**config.mk**
```make
export PLATFORM = sky130hd
export DESIGN_NAME = base64_stream_decoder
export DESIGN_NICKNAME = d
export VERILOG_FILES = /design/src/sv/b64d_pkg.sv /design/src/sv/base64_stream_decoder.sv
export SDC_FILE = /design/constraint.sdc
export NUM_CORES = 1
export LEC_CHECK = 0
export BUFFER_PORTS_ARGS = -buffer_cell sky130_fd_sc_hd__buf_4
export CAP_MARGIN = 10
export CELL_PAD_IN_SITES_DETAIL_PLACEMENT = 0
export CELL_PAD_IN_SITES_GLOBAL_PLACEMENT = 1
export CORE_ASPECT_RATIO = 0.5
export CORE_MARGIN = 2
export CORE_UTILIZATION = 49
export DETAILED_ROUTE_END_ITERATION = 6
export MAX_ROUTING_LAYER = met4
export PLACE_DENSITY_LB_ADDON = 0.1
export SETUP_SLACK_MARGIN = 0.3
export SLEW_MARGIN = 5
export SYNTH_ARGS = -nofsm -noshare
export SYNTH_HDL_FRONTEND = slang
export SYNTH_SLANG_ARGS = --single-unit
```
**constraint.sdc**
```tcl
create_clock -name clk -period 5.8 [get_ports clk]
set_clock_uncertainty 0.15 [all_clocks]
set_input_delay 0.87 -clock clk [delete_from_list [all_inputs] [get_ports clk]]
set_output_delay 0.87 -clock clk [all_outputs]
set_load 0.005 [all_outputs]
```
**src/sv/b64d_pkg.sv**
```systemverilog
`timescale 1ns / 1ps
// ----------------------------------------------------------------------------
// b64d_pkg
// Shared types, constants and helper functions of the base64 stream decoder.
// ----------------------------------------------------------------------------
package b64d_pkg;

	localparam int COUNT_BITS_DEF = 16;
	localparam int RES_DEPTH      = 3;   // results one item can cause

	localparam logic [7:0] CHAR_PLUS  = 8'h2B;  // '+'
	localparam logic [7:0] CHAR_SLASH = 8'h2F;  // '/'
	localparam logic [7:0] CHAR_PAD   = 8'h3D;  // '=', never part of the alphabet

	localparam logic [5:0] MASK_HI2 = 6'h30;
	localparam logic [5:0] MASK_HI4 = 6'h3C;
	localparam logic [5:0] MASK_LO2 = 6'h03;
	localparam logic [5:0] MASK_LO4 = 6'h0F;

	localparam logic [15:0] REPORT_MAX = 16'hFFFF;

	typedef struct packed {
		logic       valid;
		logic [5:0] value;
	} sextet_t;

	typedef struct packed {
		logic [15:0] message_bytes;
		logic        message_end;
		logic        run_last;
		logic        byte_valid;
		logic [7:0]  data_byte;
	} res_t;

	// Map an ASCII code to its six-bit value; valid is low outside the alphabet.
	function automatic sextet_t sextet_of(input logic [7:0] c);
		sextet_t s;
		s.valid = 1'b1;
		s.value = 6'd0;
		if (c >= 8'h41 && c <= 8'h5A) begin
			s.value = 6'(c - 8'h41);
		end else if (c >= 8'h61 && c <= 8'h7A) begin
			s.value = 6'(c - 8'h61 + 8'd26);
		end else if (c >= 8'h30 && c <= 8'h39) begin
			s.value = 6'(c - 8'h30 + 8'd52);
		end else if (c == CHAR_PLUS) begin
			s.value = 6'd62;
		end else if (c == CHAR_SLASH) begin
			s.value = 6'd63;
		end else begin
			s.valid = 1'b0;
		end
		return s;
	endfunction

	// Three bytes of a group, first byte in the low bits.
	function automatic logic [23:0] group_bytes(input logic [5:0] s0, input logic [5:0] s1,
	                                            input logic [5:0] s2, input logic [5:0] s3);
		logic [7:0] b0;
		logic [7:0] b1;
		logic [7:0] b2;
		b0 = {s0, 2'(((s1 & MASK_HI2) >> 4))};
		b1 = {4'(s1 & MASK_LO4), 4'(((s2 & MASK_HI4) >> 2))};
		b2 = {2'(s2 & MASK_LO2), s3};
		return {b2, b1, b0};
	endfunction

endpackage

```
**src/sv/base64_stream_decoder.sv**
```systemverilog
`timescale 1ns / 1ps
// ----------------------------------------------------------------------------
// base64_stream_decoder
// Standard-alphabet base64 decoder, one character per item in, one decoded
// byte or end report per item out.
// ----------------------------------------------------------------------------
//
// channel  dir  tdata (low bit up)                  tuser                     tlast
// s_axis   in   character[7:0]                      has_character             end_of_message
// m_axis   out  data_byte[7:0], message_bytes[15:0] byte_valid, message_end   run_last
//
// Cycles: one character is accepted per clock while the result register is empty or its last
// waiting result leaves. The decode, the flush and the byte count all settle in one pass
// straight into a three-entry result register, which drains through m_axis one result per
// clock while m_axis_tready is high; a character that completes a group therefore keeps
// s_axis_tready low until the last of its three bytes leaves over the single output port.
// Reset: arst_n clears the pending group, the stop flag, the byte count and
// the result count at once; the result payload has no reset.
// Stalls: the next item is taken while the last waiting result goes out.
//
module base64_stream_decoder #(
	parameter int COUNT_BITS = b64d_pkg::COUNT_BITS_DEF
) (
	input  logic        clk,
	input  logic        arst_n,
	input  logic        s_axis_tvalid,
	output logic        s_axis_tready,
	input  logic [7:0]  s_axis_tdata,   // [7:0] character
	input  logic        s_axis_tuser,   // [0] has_character
	input  logic        s_axis_tlast,   // end_of_message
	output logic        m_axis_tvalid,
	input  logic        m_axis_tready,
	output logic [23:0] m_axis_tdata,   // [7:0] data_byte, [23:8] message_bytes
	output logic [1:0]  m_axis_tuser,   // [0] byte_valid, [1] message_end
	output logic        m_axis_tlast    // run_last
);
	import b64d_pkg::*;

	// decoder state
	logic [5:0]            sext_q [RES_DEPTH];
	logic [1:0]            pcount_q;
	logic                  stopped_q;
	logic [COUNT_BITS-1:0] total_q;

	// result register, entry 0 faces the output
	res_t       res_q [RES_DEPTH];
	logic [1:0] rcount_q;

	logic in_fire;
	logic out_fire;

	assign out_fire      = m_axis_tvalid && m_axis_tready;
	assign m_axis_tvalid = (rcount_q != 2'd0);
	// accept when empty, or when the last waiting result leaves this cycle
	assign s_axis_tready = (rcount_q == 2'd0) || ((rcount_q == 2'd1) && m_axis_tready);
	assign in_fire       = s_axis_tvalid && s_axis_tready;

	assign m_axis_tdata  = {res_q[0].message_bytes, res_q[0].data_byte};
	assign m_axis_tuser  = {res_q[0].message_end, res_q[0].byte_valid};
	assign m_axis_tlast  = res_q[0].run_last;

	// ---------------------------------------------------------------------
	// single-pass decode of the incoming item
	// ---------------------------------------------------------------------
	sextet_t               dec;
	logic                  use_char;
	logic [5:0]            sext_nx [RES_DEPTH];
	logic [1:0]            pcount_nx;
	logic                  stopped_nx;
	logic [5:0]            g0, g1, g2, g3;
	logic [1:0]            nbytes;
	logic [1:0]            nres;
	logic [23:0]           bytes;
	logic [COUNT_BITS:0]   sum;
	logic [COUNT_BITS-1:0] total_nx;
	logic [31:0]           total_ext;
	logic [15:0]           report;
	res_t                  res_nx [RES_DEPTH];

	always_comb begin
		dec        = sextet_of(s_axis_tdata);
		use_char   = s_axis_tuser && !stopped_q;
		sext_nx    = sext_q;
		pcount_nx  = pcount_q;
		stopped_nx = stopped_q;
		g0         = sext_q[0];
		g1         = sext_q[1];
		g2         = sext_q[2];
		g3         = dec.value;
		nbytes     = 2'd0;

		if (use_char && dec.valid && pcount_q == 2'd3) begin
			// fourth character completes a group
			nbytes    = 2'd3;
			pcount_nx = 2'd0;
		end else if (use_char && dec.valid) begin
			sext_nx[pcount_q] = dec.value;
			pcount_nx         = pcount_q + 2'd1;
		end else if (use_char) begin
			// pad or stray character: flush the partial group and stop
			nbytes     = (pcount_q >= 2'd2) ? pcount_q - 2'd1 : 2'd0;
			pcount_nx  = 2'd0;
			stopped_nx = 1'b1;
		end

		// end flush of a partial group of two or three characters
		if (s_axis_tlast && !stopped_nx && pcount_nx >= 2'd2) begin
			g0     = sext_nx[0];
			g1     = sext_nx[1];
			g2     = sext_nx[2];
			nbytes = pcount_nx - 2'd1;
		end

		bytes     = group_bytes(g0, g1, g2, g3);
		sum       = {1'b0, total_q} + (COUNT_BITS+1)'(nbytes);
		total_nx  = sum[COUNT_BITS] ? {COUNT_BITS{1'b1}} : sum[COUNT_BITS-1:0];
		total_ext = 32'(total_nx);
		report    = (total_ext > 32'(REPORT_MAX)) ? REPORT_MAX : total_ext[15:0];
		nres      = ((s_axis_tlast && nbytes == 2'd0) ? 2'd1 : nbytes);

		for (int i = 0; i < RES_DEPTH; i++) begin
			res_nx[i].byte_valid    = (2'(i) < nbytes);
			res_nx[i].data_byte     = res_nx[i].byte_valid ? bytes[8*i +: 8] : 8'd0;
			res_nx[i].run_last      = (2'(i) == nres - 2'd1);
			res_nx[i].message_end   = s_axis_tlast && res_nx[i].run_last;
			res_nx[i].message_bytes = res_nx[i].message_end ? report : 16'd0;
		end
	end

	// ---------------------------------------------------------------------
	// state update; an end item returns everything to the reset values
	// ---------------------------------------------------------------------
	always_ff @(posedge clk or negedge arst_n) begin
		if (!arst_n) begin
			for (int i = 0; i < RES_DEPTH; i++) begin
				sext_q[i] <= 6'd0;
			end
			pcount_q  <= 2'd0;
			stopped_q <= 1'b0;
			total_q   <= '0;
		end else if (in_fire) begin
			if (s_axis_tlast) begin
				for (int i = 0; i < RES_DEPTH; i++) begin
					sext_q[i] <= 6'd0;
				end
				pcount_q  <= 2'd0;
				stopped_q <= 1'b0;
				total_q   <= '0;
			end else begin
				sext_q    <= sext_nx;
				pcount_q  <= pcount_nx;
				stopped_q <= stopped_nx;
				total_q   <= total_nx;
			end
		end
	end

	// result count: load on a fresh item, otherwise drop one per output item
	always_ff @(posedge clk or negedge arst_n) begin
		if (!arst_n) begin
			rcount_q <= 2'd0;
		end else if (in_fire) begin
			rcount_q <= nres;
		end else if (out_fire) begin
			rcount_q <= rcount_q - 2'd1;
		end
	end

	// result payload: load, or advance toward entry 0
	always_ff @(posedge clk) begin
		if (in_fire && nres != 2'd0) begin
			res_q <= res_nx;
		end else if (out_fire) begin
			for (int i = 0; i < RES_DEPTH - 1; i++) begin
				res_q[i] <= res_q[i+1];
			end
		end
	end

endmodule

```
==> flow_metrics.py <==
metrics = {
    "outcome": {
        "run_status": "finished clean",
    },
    "worst_setup_path": {
        "cp_num_buf_inv": 4,
        "path_cells": "buf_4 > inv_1 > ha_1 > and2b_1 > a2bb2oi_2 > o221ai_1 > nand3_1 > o211a_1 > ha_1 > inv_1 > fa_1 > nor2b_1 > nand4_1 > nor3_1 > and3_1 > nand3_1 > buf_4 > nand2_1 > a22o_1",
        "max_stage_delay_ns": 0.39,
        "category_of_cells_accounting_for_the_largest_share_of_critical_path_delay": "simple AND/OR/NAND/NOR gates",
        "setup.worst_path.end_class": "register",
        "crit_path_max_fanout": 14,
        "cp_slowest_cell": "sky130_fd_sc_hd__fa_1",
        "critPathArrivalTime_ns": 5.11,
        "startpoint_type": "primary input",
        "timing.critical_path.required_ns": 5.92,
        "timing_worst_setup_path_type": "primary input to register",
    },
    "route": {
        "route.vias.total": 4619,
        "drt_wl_total_um": 15000,
        "drt_iter0_drc": 357,
        "antenna_violating_nets_left": 0,
        "drt_pre_antenna_iters": 4,
        "route.detailed.wl_per_inst_um": 19.1,
        "routed_via_density": 5.90,
        "detail_route.drc_violations": 0,
    },
    "final_layout": {
        "final_common_cell": "sky130_fd_sc_hd__edfxtp_1",
        "layout.cell_area.non_filler_um2": 7450,
        "most_used_cells_in_the_layout_excluding_fill_and_tap_cells": "81 x sky130_fd_sc_hd__edfxtp_1, 55 x sky130_fd_sc_hd__nand2_1, 51 x sky130_fd_sc_hd__buf_4, 39 x sky130_fd_sc_hd__dfrtp_1, 30 x sky130_fd_sc_hd__nor2_1",
        "areaGrowthSynthToFinish_pct": 13.5,
        "sequential_cell_area_um2": 3410,
        "layout-drive-gt1-share_pct": 18.1,
        "number_of_inserted_filler_cells_in_the_final_layout": 1077,
        "multi_input_comb_area_um2": 2760,
        "diodes": 0,
        "nNetsFinal": 632,
    },
    "placed_design": {
        "dpl-instance-area_um2": 6850,
        "routabilityCongestion": 0.925,
        "place.detailed.hpwl_um": 9880,
        "place.port_buffers": 42,
    },
    "timing": {
        "totalNegativeSetupSlack_ns": 0,
        "setup_viol_count_final": 0,
        "fmaxAchievable_mhz": 201,
        "finalCriticalPeriod_ns": 4.98,
        "maxSlewViolCount": 0,
        "hold_viol_final": 0,
        "timing.slew.headroom_pct": 38.9,
        "fin_crit_sh_pct": 85.9,
        "rsz0062_at_grt": "false",
        "tightest_slew_ns": 0.912,
    },
    "floorplan": {
        "die_area_um2": 14400,
        "fp.dieH_um": 85.9,
        "floorplan.rows": 29,
        "die_w_um": 168,
        "design.portCount": 43,
        "effective_utilization_at_floorplan_pct": 51.0,
        "core_um2": 12900,
    },
    "synth": {
        "synth_seq_cells": 120,
        "yosysWarnings": 0,
        "yosys_most_used_dff": "sky130_fd_sc_hd__edfxtp_1",
        "yosysUniqueCellTypes": 71,
        "asyncSetResetFlopFracSynth_pct": 32.5,
        "synth_seq_area_share_pct": 51.9,
        "synth_edf_count": 81,
        "synthesized_netlist_net_count": 612,
        "syn-cell-area_um2": 6570,
        "syn_inst": 580,
        "post_synth.cell_area_avg_um2": 11.3,
    },
    "power_and_ir_drop": {
        "internal-power_uw": 2350,
        "seq_power_share_pct": 40.9,
        "swShare_pct": 30.7,
        "power.leakage_uw": 0.00298,
        "power.share.combinational_pct": 27.1,
        "worst_ir_drop_vdd_v": 0.000198,
        "net-switching-power_uw": 1040,
        "pwr_density_cell_nw_per_um2": 456,
        "power.clock.fraction_pct": 32.0,
    },
    "global_routing": {
        "grt_antenna_before_repair": 0,
        "grt_usage_pct": 22.4,
        "overflow": 0,
        "grt_max_degree": 52,
        "first_pass_grt_wire_length_um": 24100,
        "via_count_of_the_first_global_routing_pass": 4347,
    },
    "clock_network": {
        "clkLatencyLatePin_ns": 0.42,
        "cts.htree.levels": 4,
        "numCtsBuffers": 17,
        "ctsHoldBuffers": 0,
        "worst_setup_hold_path_clk_slew_ns": 0.06,
        "clock-root-buffer": "sky130_fd_sc_hd__clkbuf_16",
        "post-cts-setup-buffers": 0,
        "cts.sink_count": 120,
        "cts_tree": "done",
        "cts.path.max_buffers": 2,
        "ctsResizeCount": 0,
    },
    "job": {
        "maxCapViolations": 0,
    },
    "worst_hold_path": {
        "hold_path_class": "primary input to asynchronous set/reset pin",
    },
}
[final timing paths]
path                                  from          end  slack [ns]  depth (start not counted)
max                        s_axis_tdata[2]    res_q[43]        0.82                         19
min                                 arst_n    sext_q[2]        0.29                          1
max reg2reg                    pcount_q[0]    res_q[43]        1.05                         18
min reg2reg                    rcount_q[1]  rcount_q[1]        0.33                          2
max in group asynchronous           arst_n  total_q[12]        4.78                          1
min in group clk               rcount_q[1]  rcount_q[1]        0.33                          2
[cells in the mapped netlist (3+ instances only)]
cell                         n  area [µm²]
sky130_fd_sc_hd__edfxtp_1   81        2430
sky130_fd_sc_hd__nand2_1    55         206
sky130_fd_sc_hd__dfrtp_1    39         976
sky130_fd_sc_hd__nor2_1     30         113
sky130_fd_sc_hd__o21ai_0    29         145
sky130_fd_sc_hd__buf_4      27         203
sky130_fd_sc_hd__o2bb2ai_1  26         228
sky130_fd_sc_hd__a21oi_1    24         120
sky130_fd_sc_hd__a22o_1     23         201
sky130_fd_sc_hd__inv_1      22        82.6
sky130_fd_sc_hd__mux2i_1    18         180
sky130_fd_sc_hd__ha_1       17         213
sky130_fd_sc_hd__a22oi_1    14         105
sky130_fd_sc_hd__clkbuf_1   13        48.8
sky130_fd_sc_hd__nand3_1    12        60.1
sky130_fd_sc_hd__and2_1     10        62.6
sky130_fd_sc_hd__nand4_1    10        62.6
sky130_fd_sc_hd__xor2_1      9        78.8
sky130_fd_sc_hd__buf_2       8        40.0
sky130_fd_sc_hd__o2bb2ai_2   8         120
sky130_fd_sc_hd__and3_1      7        43.8
sky130_fd_sc_hd__a21o_1      6        45.0
sky130_fd_sc_hd__a31oi_1     6        37.5
sky130_fd_sc_hd__nand2b_1    6        37.5
sky130_fd_sc_hd__o21ai_1     5        25.0
sky130_fd_sc_hd__nand3b_1    4        30.0
sky130_fd_sc_hd__nor2b_1     4        25.0
sky130_fd_sc_hd__o22ai_1     4        25.0
sky130_fd_sc_hd__o31a_1      4        35.0
sky130_fd_sc_hd__mux2_2      3        33.8
sky130_fd_sc_hd__o22a_1      3        26.3
sky130_fd_sc_hd__xnor2_1     3        26.3
[stage by stage]
step | hold WS [ns] | cells | setup WS, ns | total power (µW) | util [%]
6_report | 0.289 | 783 | 0.816 | 3400 | 57.8
5_1_grt | 0.325 | 783 | 0.463 | 3580 | 57.8
4_1_cts | 0.312 | 783 | 0.873 | 3420 | 57.8
3_5_place_dp | 0.315 | 751 | 0.454 | 2340 | 53.2
3_3_place_gp | 0.315 | 751 | 0.638 | 2320 | 53.2
2_1_floorplan | 0.289 | 580 | 1.03 | 2090 | -
[cells by family after synthesis]
logic type	count (synthesis)	share of synthesized area, %
flops	120	51.9
xor+xnor	12	1.60
mux	21	3.26
compound gates	179	21.0
fa+ha+maj	18	3.54
buf+inv	74	6.15
simple gates	156	12.6
[power by group through the flow]
stage / logic, µW / registers, µW / clock network (µW)
after floorplan: 712 / 1370 / 0
after global placement: 917 / 1400 / 0
after detailed placement: 928 / 1410 / 0
after CTS: 934 / 1390 / 1100
after global routing: 1020 / 1420 / 1140
final: 921 / 1390 / 1090
[final cells by class]
cell class	count	share of cell area, %
Tap cell	170	2.85
Clock buffer	18	5.76
Timing Repair Buffer	51	5.14
Clock inverter	14	2.30
Sequential cell	120	45.7
Multi-Input combinational cell	386	37.0
Inverter	24	1.21
[flip-flops by register name, indices dropped and copies added, names as in the netlist]
signal,count
stopped_q,1
m_axis_tuser,2
m_axis_tlast,1
total_q,16
sext_q,18
pcount_q,2
res_q,54
rcount_q,2
m_axis_tdata,24
[metal layers]
metal / global-route usage (%) / vias up / share of wire [%]
met5: - / - / 0
met4: 6.88 / 0 / 1.2
met3: 4.57 / 19 / 4.1
met2: 33.7 / 114 / 45
met1: 31.0 / 2266 / 50
li1: - / 2220 / -
[worst register-to-register path, delay by kind of cell (launching register included)]
family | cells | cell delay (ns)
AOI/OAI and AO/OA | 4 | 1.00
adders and majority gates | 3 | 0.89
buffers and inverters | 3 | 0.49
DFF | 1 | 0.49
and+or+nand+nor | 8 | 1.60
(Power assumes the default switching activity.)
